File: config.mk
export PLATFORM = sky130hd
export DESIGN_NAME = dpu_front_flat
export DESIGN_NICKNAME = d
export VERILOG_FILES = /design/src/design/dpu_pkg.sv /design/src/design/dpu_if.sv /design/src/design/dpu_front.sv /design/src/flat_wrapper.sv
export SDC_FILE = /design/constraint.sdc
export NUM_CORES = 1
export LEC_CHECK = 0
export BUFFER_PORTS_ARGS = -buffer_cell sky130_fd_sc_hd__buf_2
export CAP_MARGIN = 25
export CORE_ASPECT_RATIO = 1.4
export CORE_MARGIN = 4
export CORE_UTILIZATION = 45
export DETAILED_ROUTE_END_ITERATION = 10
export PLACE_DENSITY = 0.85
export SLEW_MARGIN = 20
export SYNTH_ARGS = -nofsm -noshare
export SYNTH_HDL_FRONTEND = slang
export SYNTH_SLANG_ARGS = --single-unit
File: constraint.sdc
create_clock -name vclk -period 2.95
set_clock_uncertainty 0.05 [all_clocks]
set_input_delay 0.4425 -clock vclk [all_inputs]
set_output_delay 0.4425 -clock vclk [all_outputs]
set_load 0.05 [all_outputs]
File: src/design/dpu_pkg.sv
// shared types and constants of the depth pixel unprojection block
`default_nettype none

package dpu_pkg;

	// widths fixed by the field definitions
	localparam int DATA_W    = 16;
	localparam int POINT_W   = 32;
	localparam int CFG_IDX_W = 3;

	// register indexes of the configuration port
	localparam logic [CFG_IDX_W-1:0] REG_FOCAL_X   = 3'd0;
	localparam logic [CFG_IDX_W-1:0] REG_FOCAL_Y   = 3'd1;
	localparam logic [CFG_IDX_W-1:0] REG_CENTRE_X  = 3'd2;
	localparam logic [CFG_IDX_W-1:0] REG_CENTRE_Y  = 3'd3;
	localparam logic [CFG_IDX_W-1:0] REG_DEPTH_MIN = 3'd4;
	localparam logic [CFG_IDX_W-1:0] REG_DEPTH_MAX = 3'd5;

	// reset values of the depth band
	localparam logic [DATA_W-1:0] DEPTH_MIN_RST = 16'd100;
	localparam logic [DATA_W-1:0] DEPTH_MAX_RST = 16'd3000;

	// entries of the queue between front and back
	localparam int QUEUE_DEPTH = 2;

	typedef struct packed {
		logic [7:0] red;
		logic [7:0] green;
		logic [7:0] blue;
	} rgb_t;

	// camera intrinsics and depth band
	typedef struct packed {
		logic [DATA_W-1:0] focal_x;
		logic [DATA_W-1:0] focal_y;
		logic [DATA_W-1:0] centre_x;
		logic [DATA_W-1:0] centre_y;
		logic [DATA_W-1:0] depth_min;
		logic [DATA_W-1:0] depth_max;
	} cfg_t;

	// per-point data that rides along with the coordinate math
	typedef struct packed {
		logic              neg_x;
		logic              neg_y;
		logic [DATA_W-1:0] depth;
		rgb_t              colour;
	} meta_t;

endpackage

`default_nettype wire

File: src/design/dpu_if.sv
// handshake interfaces for the pixel input and point output channels
`default_nettype none

interface dpu_in_if #(
	parameter int COORD_BITS = 12
) ();
	logic                       valid;
	logic                       ready;
	logic [dpu_pkg::DATA_W-1:0] depth_mm;
	logic [COORD_BITS-1:0]      pixel_col;
	logic [COORD_BITS-1:0]      pixel_row;
	logic [7:0]                 red_in;
	logic [7:0]                 green_in;
	logic [7:0]                 blue_in;

	modport source (
		output valid, depth_mm, pixel_col, pixel_row, red_in, green_in, blue_in,
		input  ready
	);
	modport sink (
		input  valid, depth_mm, pixel_col, pixel_row, red_in, green_in, blue_in,
		output ready
	);
endinterface


`default_nettype wire

File: src/design/dpu_front.sv
// front end: takes pixel words, drops invalid depths, forms signed pixel offsets
`default_nettype none

module dpu_front #(
	parameter int COORD_BITS = 12,
	parameter int FRAC_BITS  = 4
) (
	dpu_in_if.sink          pix_in,
	input  dpu_pkg::cfg_t   cfg,
	input  logic            q_full,
	output logic            push,
	output logic [2*((COORD_BITS + FRAC_BITS > dpu_pkg::DATA_W) ?
		(COORD_BITS + FRAC_BITS) : dpu_pkg::DATA_W) + $bits(dpu_pkg::meta_t) - 1:0] word
);

	localparam int PIX_W = COORD_BITS + FRAC_BITS;
	localparam int MAG_W = (PIX_W > dpu_pkg::DATA_W) ? PIX_W : dpu_pkg::DATA_W;

	logic [MAG_W-1:0]  pix_x, pix_y, ctr_x, ctr_y;
	logic [MAG_W-1:0]  mag_x, mag_y;
	logic              neg_x, neg_y;
	logic              keep;
	dpu_pkg::meta_t    meta;

	// pixel position in the intrinsics' fixed point
	assign pix_x = MAG_W'(PIX_W'(pix_in.pixel_col) << FRAC_BITS);
	assign pix_y = MAG_W'(PIX_W'(pix_in.pixel_row) << FRAC_BITS);
	assign ctr_x = MAG_W'(cfg.centre_x);
	assign ctr_y = MAG_W'(cfg.centre_y);

	// offset from the principal point as sign and magnitude
	assign neg_x = pix_x < ctr_x;
	assign neg_y = pix_y < ctr_y;
	assign mag_x = neg_x ? (ctr_x - pix_x) : (pix_x - ctr_x);
	assign mag_y = neg_y ? (ctr_y - pix_y) : (pix_y - ctr_y);

	// a point comes out only for a depth inside the band and nonzero focal lengths
	assign keep = (cfg.focal_x != '0) && (cfg.focal_y != '0) &&
		(pix_in.depth_mm != '0) &&
		(pix_in.depth_mm >= cfg.depth_min) && (pix_in.depth_mm <= cfg.depth_max);

	// handshake: ready only hangs on the queue fill
	assign pix_in.ready = !q_full;
	assign push         = pix_in.valid && !q_full && keep;

	// queue word
	always_comb begin
		meta.neg_x        = neg_x;
		meta.neg_y        = neg_y;
		meta.depth        = pix_in.depth_mm;
		meta.colour.red   = pix_in.red_in;
		meta.colour.green = pix_in.green_in;
		meta.colour.blue  = pix_in.blue_in;
	end

	assign word = {mag_x, mag_y, meta};

endmodule

`default_nettype wire

File: src/flat_wrapper.sv
// flat-port wrapper written by rule: the top's interface ports become plain ports
module dpu_front_flat 
#(
	parameter int COORD_BITS = 12,
	parameter int FRAC_BITS  = 4
)
  (cfg, q_full, push, word, pix_in_valid, pix_in_depth_mm, pix_in_pixel_col, pix_in_pixel_row, pix_in_red_in, pix_in_green_in, pix_in_blue_in, pix_in_ready);
  dpu_in_if #(.COORD_BITS(COORD_BITS)) pix_in_i ();
  input  dpu_pkg::cfg_t cfg;
  input  logic q_full;
  output logic push;
  output logic [2*((COORD_BITS + FRAC_BITS > dpu_pkg::DATA_W) ?
		(COORD_BITS + FRAC_BITS) : dpu_pkg::DATA_W) + $bits(dpu_pkg::meta_t) - 1:0] word;
  input wire logic [$bits(pix_in_i.valid)-1:0] pix_in_valid;
  input wire logic [$bits(pix_in_i.depth_mm)-1:0] pix_in_depth_mm;
  input wire logic [$bits(pix_in_i.pixel_col)-1:0] pix_in_pixel_col;
  input wire logic [$bits(pix_in_i.pixel_row)-1:0] pix_in_pixel_row;
  input wire logic [$bits(pix_in_i.red_in)-1:0] pix_in_red_in;
  input wire logic [$bits(pix_in_i.green_in)-1:0] pix_in_green_in;
  input wire logic [$bits(pix_in_i.blue_in)-1:0] pix_in_blue_in;
  output wire logic [$bits(pix_in_i.ready)-1:0] pix_in_ready;
  assign pix_in_i.valid = pix_in_valid;
  assign pix_in_i.depth_mm = pix_in_depth_mm;
  assign pix_in_i.pixel_col = pix_in_pixel_col;
  assign pix_in_i.pixel_row = pix_in_pixel_row;
  assign pix_in_i.red_in = pix_in_red_in;
  assign pix_in_i.green_in = pix_in_green_in;
  assign pix_in_i.blue_in = pix_in_blue_in;
  assign pix_in_ready = pix_in_i.ready;
  dpu_front #(.COORD_BITS(COORD_BITS), .FRAC_BITS(FRAC_BITS)) u_core (.pix_in(pix_in_i), .cfg(cfg), .q_full(q_full), .push(push), .word(word));
endmodule
==> results.py <==
metrics = {
    "run": {
        "maxCapViolations": 0,
    },
    "drt": {
        "drt_wl_total_um": 22100,
        "viasPerCell": 6.28,
        "ant_nets": 0,
        "drtPass1Iterations": 5,
        "drt_first_iter_violations": 469,
        "route.detailed.drc": 0,
        "avgRoutedWirePerCell_um": 25.3,
        "num_vias": 5460,
    },
    "power": {
        "finalPower_w": 0.00232,
        "seqPwrFrac": 0,
        "pwr-share-comb": 1.000,
        "pwr-share-clk": 0,
        "vdd_drop_max_mv": 0.369,
        "powerDensity_mw_per_mm2": 343,
        "switching_share": 0.579,
        "p_switching_w": 0.00134,
        "p_leak_nw": 3.45,
        "p_int_w": 0.000975,
    },
    "cells_and_area": {
        "antenna_cells": 0,
        "nNetsFinal": 1016,
        "numSequentialCells": 0,
        "area_growth_pct": 87.4,
        "clkbuf_count": 0,
        "drive_above_1_share": 0.609,
        "layout_common_cells": "143 x buf_2, 110 x buf_4, 72 x inv_1",
        "final_common_cell": "buf_2",
        "register_area_um2": 0,
    },
    "timing": {
        "fmax_mhz": 312,
        "tns_ns": -3.79,
        "setup_viol": 27,
        "setup_slack_ns": -0.260,
        "final_max_slew_viol_count": 0,
        "final.min_clock_period_ns": 3.21,
        "worstMarginPinSlew_ns": 0.482,
        "rsz0062_at_grt": "yes",
        "hold_viol_final": 0,
        "slew_headroom": 0.676,
        "fin_crit_sh": 1.09,
    },
    "synthesis": {
        "syn_inst": 517,
        "ys_seq_area_frac": 0,
        "synth_area_mm2": 0.00361,
        "syn-mean-instance-area_um2": 6.98,
        "yosysUniqueCellTypes": 51,
        "yosys.area.top_type_share": 0.277,
        "netlist_top_cells_area": "ha_1 28%, buf_4 9.4%, inv_1 9.2%",
        "synthesis.nets": 761,
        "yosysTopAreaCell": "ha_1",
        "ys_warn_count": 0,
    },
    "critical_path": {
        "cpMaxStageDelayCell": "a211oi_1",
        "path_depth": 12,
        "cp.required_ns": 2.46,
        "cp.arrival_ns": 2.72,
        "worstSetupEndpoint": "word[55]",
        "end_kind": "output port",
        "critPathKind": "input pin to output port",
        "crit_buf_inv": 4,
        "crit_path_start": "pix_in_pixel_row[6]",
        "crit_path_start_kind": "input pin",
        "critical_path.cell_chain": "buf_2 > inv_1 > ha_1 > buf_4 > and2_2 > nand3_1 > a211oi_1 > nor2_1 > nand2b_1 > o21ai_2 > xnor2_2 > buf_6",
        "path_max_fanout": 6,
        "path_delay_family": "simple AND/OR/NAND/NOR gates",
        "max_stage_delay_ns": 0.33,
    },
    "placement": {
        "io_buffer_count": 190,
        "gp_congestion": 0.964,
        "hpwl_um": 11600,
        "dp_slack_ns": -0.295,
    },
    "floorplan": {
        "dieArea_mm2": 0.00954,
        "core_area_mm2": 0.00780,
        "io_pins": 238,
        "start_util": 0.463,
        "rows": 38,
        "die_x_um": 83.7,
        "die_y_um": 114,
    },
    "global_routing": {
        "grt_max_degree": 14,
        "antenna_found_initial": 0,
        "grt_pass1_vias": 5354,
        "grt_remaining_overflow": 0,
        "grt_pass1_wl_um": 24900,
        "track_usage": 0.318,
    },
    "outcome": {
        "status": "finished, violations left",
        "violations": "negative setup slack",
    },
    "hold_path": {
        "hold_class": "input pin to output port",
    },
}
[through the flow]
step | std cells | util | cell area (um2) | hold WS (ns)
floorplan | 517 | - | 4110 | 0.960
global placement | 837 | 0.693 | 5400 | 0.835
detailed placement | 837 | 0.693 | 5400 | 0.835
CTS | 851 | 0.773 | 6030 | 0.835
global route | 870 | 0.868 | 6770 | 0.835
finish | 870 | 0.868 | 6770 | 0.835
[kinds of logic after synthesis]
family	after synthesis	share of synthesized area
mux	4	0.0114
compound gates	146	0.267
simple gates	110	0.156
fa+ha+maj	82	0.288
xor+xnor	28	0.0679
buf+inv	147	0.209
[routing by layer]
metal / global-route usage / routed length [um] / part of all wire / vias up
li1: - / - / - / 2242
met1: 0.289 / 6610 / 0.30 / 2446
met2: 0.638 / 10400 / 0.47 / 545
met3: 0.0650 / 2770 / 0.13 / 227
met4: 0.186 / 2290 / 0.10 / 0
met5: 0 / 0 / 0 / -
[synthesized netlist by cell type, types with 2 or more instances]
library cell  number
o211ai_1           3
nor2_1            20
mux2i_1            3
o21ai_0           29
buf_2              9
a31oi_1           13
a21o_1            25
a21oi_1           46
nor4_1            12
o21bai_1           5
nor3_1             5
xor2_1             9
and3_1             2
a221o_1            2
nand2b_1           5
buf_4             45
inv_1             88
and2_1             2
fa_1               2
nand2_1           33
ha_1              80
a211oi_1           5
o21ai_1            2
o21a_1             4
a21boi_0           2
nand3_1            6
nand4_1           13
xnor2_1           19
nor2b_1            5
clkbuf_1           2
[repair_timing]
item	CTS	global route
gates cloned	1	0
hold buffers	0	0
setup endpoints to repair	27	29
setup buffers	14	19
resized for setup	129	130
pin swaps	32	53
[power by group through the flow]
stage | logic [W] | clock network (W) | registers [W]
after floorplan | 0.00128 | 0 | 0
final | 0.00232 | 0 | 0
after CTS | 0.00190 | 0 | 0
after global placement | 0.00161 | 0 | 0
after global routing | 0.00237 | 0 | 0
after detailed placement | 0.00166 | 0 | 0
[cell type report]
type | instances | area [um2]
inverter | 89 | 367
tap | 100 | 125
timing repair buffer | 310 | 2230
timing repair inverter | 1 | 11.3
fill | 358 | 1030
multi-input combinational | 370 | 4040
[how the worst min path moves through the flow]
| stage | from | to | slack [ns] | depth (start not counted) |
|---|---|---|---|---|
| 6_report | pix_in_green_in[6] | word[14] | 0.84 | 0 |
| 5_1_grt | pix_in_red_in[4] | word[20] | 0.84 | 0 |
| 4_1_cts | pix_in_green_in[3] | word[11] | 0.84 | 0 |
| 3_5_place_dp | pix_in_green_in[3] | word[11] | 0.84 | 0 |
| 3_3_place_gp | pix_in_green_in[3] | word[11] | 0.84 | 0 |
| 2_1_floorplan | cfg[34] | word[44] | 0.96 | 1 |
Note: power is estimated with default switching activity, not from simulation.
