===== config.mk =====
export PLATFORM = sky130hd
export DESIGN_NAME = dpu_queue
export DESIGN_NICKNAME = d
export VERILOG_FILES = /design/src/design/dpu_queue.sv
export SDC_FILE = /design/constraint.sdc
export NUM_CORES = 1
export LEC_CHECK = 0
export ABC_AREA = 1
export BUFFER_PORTS_ARGS = -buffer_cell sky130_fd_sc_hd__buf_2
export CORE_UTILIZATION = 25
export DETAILED_ROUTE_END_ITERATION = 6
export PLACE_DENSITY_LB_ADDON = 0.2
export SYNTH_ARGS = -nofsm -noshare
export SYNTH_HDL_FRONTEND = slang
export SYNTH_SLANG_ARGS = --single-unit

===== constraint.sdc =====
create_clock -name clk -period 1.3 [get_ports clk]
set_input_delay 0.39 -clock clk [delete_from_list [all_inputs] [get_ports clk]]
set_output_delay 0.39 -clock clk [all_outputs]
set_load 0.01 [all_outputs]

===== src/design/dpu_queue.sv =====
// short register queue that decouples the front end from the arithmetic back end
`default_nettype none

module dpu_queue #(
	parameter int WIDTH = 8,
	parameter int DEPTH = 2
) (
	input  logic             clk,
	input  logic             arst_n,
	input  logic             push,
	input  logic [WIDTH-1:0] din,
	output logic             full,
	input  logic             pop,
	output logic [WIDTH-1:0] dout,
	output logic             not_empty
);

	localparam int PTR_W = (DEPTH > 1) ? $clog2(DEPTH) : 1;
	localparam int CNT_W = $clog2(DEPTH + 1);

	logic [WIDTH-1:0] mem_q [DEPTH];
	logic [PTR_W-1:0] wr_ptr_q, rd_ptr_q;
	logic [CNT_W-1:0] count_q;

	assign full      = count_q == CNT_W'(DEPTH);
	assign not_empty = count_q != '0;
	assign dout      = mem_q[rd_ptr_q];

	// storage, no reset needed
	always_ff @(posedge clk) begin
		if (push) begin
			mem_q[wr_ptr_q] <= din;
		end
	end

	// pointers and fill count
	always_ff @(posedge clk or negedge arst_n) begin
		if (!arst_n) begin
			wr_ptr_q <= '0;
			rd_ptr_q <= '0;
			count_q  <= '0;
		end else begin
			if (push) begin
				wr_ptr_q <= (wr_ptr_q == PTR_W'(DEPTH - 1)) ? '0 : wr_ptr_q + 1'b1;
			end
			if (pop) begin
				rd_ptr_q <= (rd_ptr_q == PTR_W'(DEPTH - 1)) ? '0 : rd_ptr_q + 1'b1;
			end
			if (push && !pop) begin
				count_q <= count_q + 1'b1;
			end else if (pop && !push) begin
				count_q <= count_q - 1'b1;
			end
		end
	end

`ifndef SYNTH
	a_no_push_full: assert property (@(posedge clk) disable iff (!arst_n)
		push |-> !full) else $error("queue written while full");
	a_no_pop_empty: assert property (@(posedge clk) disable iff (!arst_n)
		pop |-> not_empty) else $error("queue read while empty");
`endif

endmodule

`default_nettype wire


==> results of run 1 <==
[sequential cells by signal, summed over array words and instances (netlist names)]
name      cells
mem_q        16
wr_ptr_q      1
count_q       2
rd_ptr_q      1
[stage by stage]
stage	util	setup WS, ps	hold slack [ps]
final	0.359	-374	277
after floorplan	-	106	94.4
after global routing	0.359	-415	258
after global placement	0.326	-63.1	207
after detailed placement	0.326	-65.8	207
after CTS	0.356	-407	262
[critical path, cell delays in order (launching register included)]
cell and delay, ps:
dfrtp_1 420, buf_12 160, mux2_4 300, buf_6 120
[layer usage]
metal | routed length, um | GRT usage | part of all wire | up-vias
li1 | - | - | - | 234
met4 | 13 | 0.0510 | 0.010 | 0
met3 | 94 | 0.0328 | 0.074 | 2
met5 | 0 | 0 | 0 | -
met2 | 644 | 0.138 | 0.51 | 15
met1 | 522 | 0.0877 | 0.41 | 226
[timing repair]
action / in CTS / in global routing
pin swaps: 2 / 0
buffers inserted: 1 / 1
hold buffers: 1 / 0
gates resized for setup: 9 / 1
gates cloned: 0 / 0
setup endpoints to repair: 10 / 10
hold endpoints to repair: 4 / 0
[cell type report]
class                   count  area [um2]
clock buffers               4        26.3
fillers                   311        1970
inverters                   7        26.3
multi-input cells          22         200
flip-flops and latches     20         581
well taps                  44        55.1
repair buffers             27         215
[cell families (layout without fill, tap and decap cells)]
family                   after synthesis  in the layout
adder cells (fa/ha/maj)                1              1
XOR/XNOR                               3              3
AND/OR/NAND/NOR                       10             10
flip-flops                            20             20
buffers and inverters                  8             38
multiplexers                           8              8
[power groups by stage]
stage / clock network, mW / registers, mW / logic [mW]
after CTS: 0.327 / 0.950 / 0.951
after global placement: 0 / 0.957 / 0.779
after detailed placement: 0 / 0.965 / 0.781
after floorplan: 0 / 0.937 / 0.516
after global routing: 0.338 / 0.962 / 1.04
final: 0.300 / 0.950 / 0.955
[worst min-delay path by stage]
stage | depth (start not counted) | slack (ps) | endpoint | start
2_1_floorplan | 0 | 90 | count_q[0] | arst_n
5_1_grt | 1 | 260 | mem_q[0][1] | din[1]
4_1_cts | 1 | 260 | mem_q[1][1] | din[1]
6_report | 1 | 280 | mem_q[1][1] | din[1]
3_5_place_dp | 1 | 210 | count_q[0] | arst_n
3_3_place_gp | 1 | 210 | count_q[1] | arst_n
[cell usage in the layout (no fill, tap or decap), drive strengths merged]
master	count
mux2	8
nand4	1
edfxtp	16
nand3	1
nor2	2
inv	7
xor2	2
dfrtp	4
dlygate4sd3	1
nand2	6
ha	1
clkbuf	4
buf	26
xnor2	1
[cell usage after synthesis]
cell type,number
buf_6,1
dfrtp_1,4
edfxtp_1,16
ha_1,1
inv_1,7
mux2_4,8
nand2_1,6
nand3_1,1
nand4_1,1
nor2_1,2
xnor2_1,1
xor2_1,2
==> impl_metrics.csv, run 1 <==
group,metric,value,unit
run_status,outcome,"finished, violations left",
run_status,violations,"setup timing",
die,die_w,59.2,um
sta,min_period,1670,ps
die,fp.dieH,59.2,um
sta,maxSlewViolCount,0,
sta,setup_tns,-3060,ps
sta,finClkSkew,2.65,ps
job,maxCapViolations,0,
yosys,yosys-top-cells-area,"edfxtp_1 (59%), mux2_4 (15%), dfrtp_1 (12%), inv_1 (3.2%), nand2_1 (2.8%)",
yosys,postSynthRegisterBits,20,
power_and_ir_drop,p_seq_frac,0.431,
layout,drive_above_1_share,0.488,
critical_path,r2r_start,"wr_ptr_q",
clock_network,cts_tree,"built",
layout,final_nets,94,
global_route,grt_max_degree,12,
global_route,grt_overflow,0,
power_and_ir_drop,p_int,1.57,mW
route,drc,0,
layout,layout.cells.non_filler,124,
clock_network,clockRootBuffer,"clkbuf_4",
critical_path,reg2reg_slack,260,ps
clock_network,clk_latency,290,ps
layout,final_cell_area,1100,um2
route,via_per_inst,3.85,
placed_design,placedCellCount,117,
die,die_area,3510,um2
placed_design,numPortBuffers,21,
clock_network,clkTransAtPathRegs,110,ps
layout,antennaDiodeCount,0,
yosys,synth_nets,63,
yosys,synth_top_area_frac,0.587,
yosys,synth_xor_xnor_area_share,0.0321,
yosys,synth-compound-area-share,0,
route,drt_iter0_markers,2,
clock_network,cts_buffer_depth,2,
critical_path,critPathLaunchType,"flip-flop",
placed_design,place.gp.congestion,0.540,
sta,final-setup-viol-count,10,
route,wirelength,1280,um
power_and_ir_drop,power_density,2000,nW/um2
global_route,grt_pass1_vias,479,
route,routedWlPerCell,10.3,um
route,vias,477,
yosys,yosysUniqueCellTypes,12,
clock_network,clock_sinks,20,
critical_path,worstSetupPathType,"reg -> out",
placed_design,dp_hpwl,896,um
yosys,synth_fa_ha_area_frac,0.0153,
yosys,avgSynthCellArea,16.4,um2
die,start_util,0.266,
critical_path,critPathArrivalTime,1280,ps
power_and_ir_drop,combPwrFrac,0.433,
sta,worst_slack,-374,ps
yosys,syn-instance-count,50,
sta,slew-limit-headroom,0.768,
die,io_pins,22,
critical_path,timing.rr.end,"mem_q[1][3]",
yosys,synth.area.mux_share,0.147,
critical_path,rr_worst_depth,2,
yosys,synthSimpleGateAreaFrac,0.0505,
yosys,yosysWarningCount,0,
die,core-area,3080,um2
sta,fin_crit_sh,1.29,
yosys,synth_top_family_by_area,"multiplexers",
yosys,synth.cell_area,818,um2
critical_path,required,910,ps
route,first_pass_iters,3,
critical_path,cp-end-kind,"primary output",
global_route,grt_use_total,0.0830,
clock_network,htree_levels,1,
critical_path,worst-path-max-fanout,8,
power_and_ir_drop,max-vdd-ir-drop,0.857,mV
critical_path,worstSetupStartpoint,"rd_ptr_q",
die,rows,20,
power_and_ir_drop,total_power,2.20,mW
sta,rsz0062_at_grt,"yes",
placed_design,placed_area,1000,um2
yosys,yosysSeqAreaShare,0.709,
power_and_ir_drop,switching_share,0.288,
global_route,grt_pass1_wl,2040,um
sta,fmax,0.597,GHz
critical_path,crit_end,"dout[0]",
clock_network,cts_buffers,3,
power_and_ir_drop,clockPowerShare,0.136,
yosys,synth_area_leader_cell,"edfxtp_1",
layout,syn_to_final_growth,34.9,%
route,ant_nets,0,
power_and_ir_drop,p_switching,0.636,mW
sta,worstMarginPinSlew,348,ps
sta,finalHoldViolCount,0,
power_and_ir_drop,leakage,0.487,nW
min_path,hp-class,"in -> reg",
global_route,antenna_found_initial,0,
Note: power is estimated with default switching activity, not from simulation.
==> run 2, diff against run 1 <==
--- a/config.mk
+++ b/config.mk
@@ -10,6 +10,7 @@
 export CORE_UTILIZATION = 25
 export DETAILED_ROUTE_END_ITERATION = 6
 export PLACE_DENSITY_LB_ADDON = 0.2
+export RECOVER_POWER = 100
 export SYNTH_ARGS = -nofsm -noshare
 export SYNTH_HDL_FRONTEND = slang
 export SYNTH_SLANG_ARGS = --single-unit
==> constraint.sdc (replaced) <==
create_clock -name clk -period 1.6 [get_ports clk]
set_input_delay 0.48 -clock clk [delete_from_list [all_inputs] [get_ports clk]]
set_output_delay 0.48 -clock clk [all_outputs]
set_load 0.01 [all_outputs]
==> impl_metrics.csv, run 2 (same netlist as run 1, synthesis figures left out) <==
group,metric,value,unit
clock_network,htree_levels,1,
layout,largest_reg_flops,16,
run_status,violations,"setup timing",
critical_path,worstSetupPathType,"reg -> out",
layout,largest_register,"mem_q",
critical_path,critPathLaunchType,"flip-flop",
power_and_ir_drop,p_switching,0.509,mW
layout,fillers,301,
power_and_ir_drop,total_power,1.73,mW
power_and_ir_drop,switching_share,0.294,
sta,worst_slack,-160,ps
sta,slew-limit-headroom,0.691,
layout,final_nets,93,
min_path,hp-class,"in -> reg",
sta,worstMarginPinSlew,464,ps
die,core-area,3080,um2
route,routedWlPerCell,9.93,um
die,rows,20,
layout,final_cell_mix,"edfxtp_1 (16), buf_6 (10), mux2_4 (8), clkbuf_1 (8), inv_1 (7)",
run_status,outcome,"finished, violations left",
route,vias,457,
route,via_per_inst,3.72,
sta,fmax,0.568,GHz
clock_network,clkTransAtPathRegs,100,ps
critical_path,required,1120,ps
job,maxCapViolations,0,
route,drc,0,
route,ant_nets,0,
clock_network,clockRootBuffer,"clkbuf_4",
critical_path,critical-path-max-stage-delay,430,ps
clock_network,clk_latency,290,ps
route,drt_iter0_markers,2,
critical_path,critPathArrivalTime,1280,ps
power_and_ir_drop,power_density,1610,nW/um2
die,die_w,59.2,um
power_and_ir_drop,p_seq_frac,0.445,
route,wirelength,1220,um
die,fp.dieH,59.2,um
layout,drive_above_1_share,0.367,
critical_path,path_cells,"buf_6 > mux2_4 > buf_6",
power_and_ir_drop,combPwrFrac,0.420,
global_route,antenna_found_initial,0,
global_route,grt_max_degree,12,
layout,antennaDiodeCount,0,
placed_design,place_ws,-54.2,ps
sta,final-setup-viol-count,8,
clock_network,cts_buffers,3,
power_and_ir_drop,leakage,0.458,nW
global_route,grt_overflow,0,
global_route,grt_use_total,0.0844,
critical_path,slowest_stage,"dfrtp_2",
layout,reg.largest.list,"mem_q (16), count_q (2)",
sta,finalHoldViolCount,0,
die,die_area,3510,um2
power_and_ir_drop,p_int,1.22,mW
critical_path,worst-path-max-fanout,5,
sta,maxSlewViolCount,0,
global_route,grt_pass1_vias,487,
die,start_util,0.266,
layout,syn_to_final_growth,32.0,%
sta,hold_ws,367,ps
clock_network,cts_tree,"built",
global_route,grt_pass1_wl,2090,um
placed_design,numPortBuffers,21,
route,first_pass_iters,3,
sta,fin_crit_sh,1.10,
critical_path,reg2reg_slack,340,ps
die,io_pins,22,
sta,finClkSkew,3.60,ps
sta,min_period,1760,ps
sta,rsz0062_at_grt,"yes",
critical_path,crit_path_frequent_cell,"buf_6",
clock_network,cts_buffer_depth,2,
placed_design,dp_hpwl,855,um
clock_network,clock_sinks,20,
power_and_ir_drop,max-vdd-ir-drop,0.523,mV
critical_path,cp-end-kind,"primary output",
placed_design,place.gp.congestion,0.560,
power_and_ir_drop,clockPowerShare,0.135,
layout,final_common_cell,"edfxtp_1",
-- run 2: cell count changes in the layout (fill, tap and decap cells not counted), moves of 2 or more --
cell / previous run / this run
buf_2: 13 / 6
clkbuf_1: 1 / 8
buf_4: 4 / 1
buf_6: 8 / 10
inv_1: 5 / 7
inv_2: 2 / 0
-- run 2: timing repair --
action | in CTS | in global routing
setup buffers | 3 | 0
hold endpoints to repair | 4 | 0
hold buffers | 1 | 0
endpoints found under the setup margin | 8 | 8
resized for setup | 12 | 0
-- run 2: layer usage --
metal	up-vias	wire length [um]	track usage
met5	-	0	0
met4	0	0	0.0306
met3	0	79	0.0415
met2	17	581	0.133
met1	210	561	0.0989
li1	230	-	-
-- run 2: layout make-up --
class / count / area, um2 / area share
flip-flops and latches: 20 / 582 / 0.539
multi-input cells: 22 / 200 / 0.185
repair buffers: 26 / 190 / 0.176
well taps: 44 / 55.1 / 0.0510
inverters: 7 / 26.3 / 0.0243
clock buffers: 3 / 22.5 / 0.0209
clock inverters: 1 / 3.75 / 0.00348
-- run 2: final timing paths --
| path | from | end | cells past startpoint |
|---|---|---|---|
| worst max-delay path | rd_ptr_q | dout[0] | 3 |
| worst min-delay path | pop | rd_ptr_q | 2 |
| worst max register to register | wr_ptr_q | mem_q[0][6] | 2 |
| worst min register to register | count_q[1] | count_q[1] | 2 |
| max in group asynchronous | arst_n | rd_ptr_q | 2 |
| min in group asynchronous | arst_n | count_q[1] | 2 |
-- run 2: through the flow --
| stage | TNS (ps) | area (um2) | util | cells |
|---|---|---|---|---|
| global route | -1670 | 1080 | 0.351 | 123 |
| CTS | -1300 | 1090 | 0.355 | 123 |
| floorplan | 0 | 818 | - | 50 |
| global placement | -323 | 975 | 0.317 | 115 |
| detailed placement | -387 | 975 | 0.317 | 115 |
| finish | -1240 | 1080 | 0.351 | 123 |
-- run 2: critical path, delay by kind of cell (launching register included) --
family / cells / cell delay [ps]
DFF: 1 / 430
buffers and inverters: 2 / 260
muxes: 1 / 300
-- run 2: power groups by stage --
stage,combinational [mW],sequential (mW),clock (mW)
6_report,0.729,0.772,0.234
5_1_grt,0.798,0.787,0.276
4_1_cts,0.759,0.770,0.249
3_5_place_dp,0.508,0.835,0
3_3_place_gp,0.507,0.831,0
2_1_floorplan,0.419,0.761,0
==> run 3, diff against run 2 <==
--- a/config.mk
+++ b/config.mk
@@ -7,6 +7,7 @@
 export LEC_CHECK = 0
 export ABC_AREA = 1
 export BUFFER_PORTS_ARGS = -buffer_cell sky130_fd_sc_hd__buf_2
+export CORE_MARGIN = 2
 export CORE_UTILIZATION = 25
 export DETAILED_ROUTE_END_ITERATION = 6
 export PLACE_DENSITY_LB_ADDON = 0.2
==> impl_metrics.csv, run 3 (same netlist as run 1, synthesis figures left out) <==
group,metric,value,unit
sta,fmax,0.571,GHz
placed_design,numPortBuffers,21,
critical_path,reg2reg_slack,460,ps
global_route,grt_pass1_vias,449,
route,drt_iter0_markers,2,
critical_path,r2r_start,"wr_ptr_q",
critical_path,slowest_stage,"dfrtp_2",
job,maxCapViolations,0,
layout,final_common_cell,"edfxtp_1",
sta,worstMarginPinSlew,343,ps
route,first_pass_iters,3,
power_and_ir_drop,total_power,1.74,mW
placed_design,place_ws,-35.3,ps
global_route,grt_use_total,0.0756,
critical_path,path_delay_family,"flip-flops",
global_route,grtUsageMet1,0.0933,
layout,antennaDiodeCount,0,
sta,finalHoldViolCount,0,
min_path,hp-class,"in -> reg",
sta,rsz0062_at_grt,"yes",
global_route,busiest_layer,"met2",
sta,hold_ws,371,ps
min_path,whs_path_depth,1,
critical_path,required,1120,ps
sta,maxSlewViolCount,0,
global_route,grt.met3_usage,0.0525,
sta,min_period,1750,ps
placed_design,placed_area,982,um2
clock_network,cts_buffers,3,
sta,fin_crit_sh,1.10,
min_path,holdPathEnd,"mem_q[1][4]",
run_status,violations,"setup timing",
global_route,grt_pass1_wl,1930,um
layout,final_cell_area,1080,um2
layout,largest_register,"mem_q",
global_route,antenna_found_initial,0,
clock_network,clk_latency,290,ps
critical_path,critical-path-max-stage-delay,430,ps
critical_path,crit_path_frequent_cell,"buf_6",
route,via_per_inst,3.73,
min_path,hold_path.startpoint,"din[4]",
critical_path,path_cells,"buf_6 > mux2_4 > buf_6",
die,fp.dieH,61.2,um
sta,slew-limit-headroom,0.771,
critical_path,worstSetupPathType,"reg -> out",
critical_path,rr_worst_depth,2,
critical_path,cp-end-kind,"primary output",
route,ant_nets,0,
run_status,outcome,"finished, violations left",
power_and_ir_drop,max-vdd-ir-drop,0.778,mV
clock_network,htree_levels,1,
route,wirelength,1260,um
power_and_ir_drop,power_density,1610,nW/um2
clock_network,clockRootBuffer,"clkbuf_4",
critical_path,path_buf_inv,2,
sta,worst_slack,-153,ps
layout,largest_reg_flops,16,
clock_network,clkTransAtPathRegs,100,ps
die,core-area,3080,um2
die,die_w,61.2,um
die,die_area,3750,um2
clock_network,cts_tree,"built",
placed_design,place.gp.congestion,0.617,
clock_network,cts_buffer_depth,2,
clock_network,clock_sinks,20,
critical_path,worstSetupStartpoint,"rd_ptr_q",
route,drc,0,
global_route,grt_max_degree,12,
die,io_pins,22,
die,rows,20,
placed_design,dp_hpwl,920,um
route,vias,463,
sta,finClkSkew,6.63,ps
global_route,grt_util_met2,0.108,
route,routedWlPerCell,10.1,um
layout,final_cell_mix,"edfxtp_1 (16), clkbuf_1 (10), buf_6 (10)",
sta,final-setup-viol-count,8,
layout,final_nets,94,
critical_path,critPathArrivalTime,1270,ps
layout,reg.largest.list,"mem_q (16), count_q (2)",
critical_path,worst-path-max-fanout,5,
die,start_util,0.266,
critical_path,timing.rr.end,"mem_q[0][6]",
critical_path,critPathLaunchType,"flip-flop",
layout,drive_above_1_share,0.363,
global_route,grt_overflow,0,
power_and_ir_drop,leakage,0.459,nW
layout,syn_to_final_growth,32.4,%
-- run 3: cell count changes in the layout (fill, tap and decap cells not counted), sizes merged --
| cell | previous run | this run |
|---|---|---|
| clkbuf | 11 | 13 |
| clkinv | 1 | 0 |
-- run 3: worst max path at each step --
stage / to / slack [ps] / cells after the start
3_5_place_dp: dout[2] / -40 / 2
4_1_cts: dout[0] / -170 / 3
5_1_grt: dout[0] / -210 / 3
2_1_floorplan: dout[0] / 320 / 2
3_3_place_gp: dout[2] / -40 / 2
6_report: dout[0] / -150 / 3
-- run 3: final cells by class --
type / count / area, um2
Fill cell: 315 / 1990
Tap cell: 44 / 55.1
Multi-Input combinational cell: 22 / 200
Timing Repair Buffer: 27 / 194
Inverter: 7 / 26.3
Clock buffer: 4 / 26.3
Sequential cell: 20 / 582
-- run 3: per-stage QoR --
stage / util / cells / setup TNS [ps]
after floorplan: - / 50 / 0
after global placement: 0.319 / 116 / -245
after detailed placement: 0.319 / 116 / -257
after CTS: 0.357 / 124 / -1280
after global routing: 0.352 / 124 / -1610
final: 0.352 / 124 / -1160
-- run 3: report_power, final --
part           switching (mW)  internal [mW]  total, mW
clock network           0.136         0.0969      0.233
logic                   0.310          0.428      0.738
registers              0.0603          0.709      0.769
total                   0.506           1.23       1.74
-- run 3: what timing repair did --
action                                  in CTS  in global routing
buffers inserted                             3                  0
hold buffers                                 1                  0
resized for setup                           12                  0
hold endpoints to repair                     4                  0
endpoints found under the setup margin       8                  8
-- run 3: routing by layer --
metal,vias up,share of wire
li1,232,-
met3,2,0.11
met4,0,0.014
met2,20,0.43
met5,-,0
met1,209,0.44
-- run 3: worst register-to-register path, delay by kind of cell, from the launching register on --
family	cells	cell delay [ps]
DFF	1	410
buffers and inverters	1	280
and+or+nand+nor	1	150
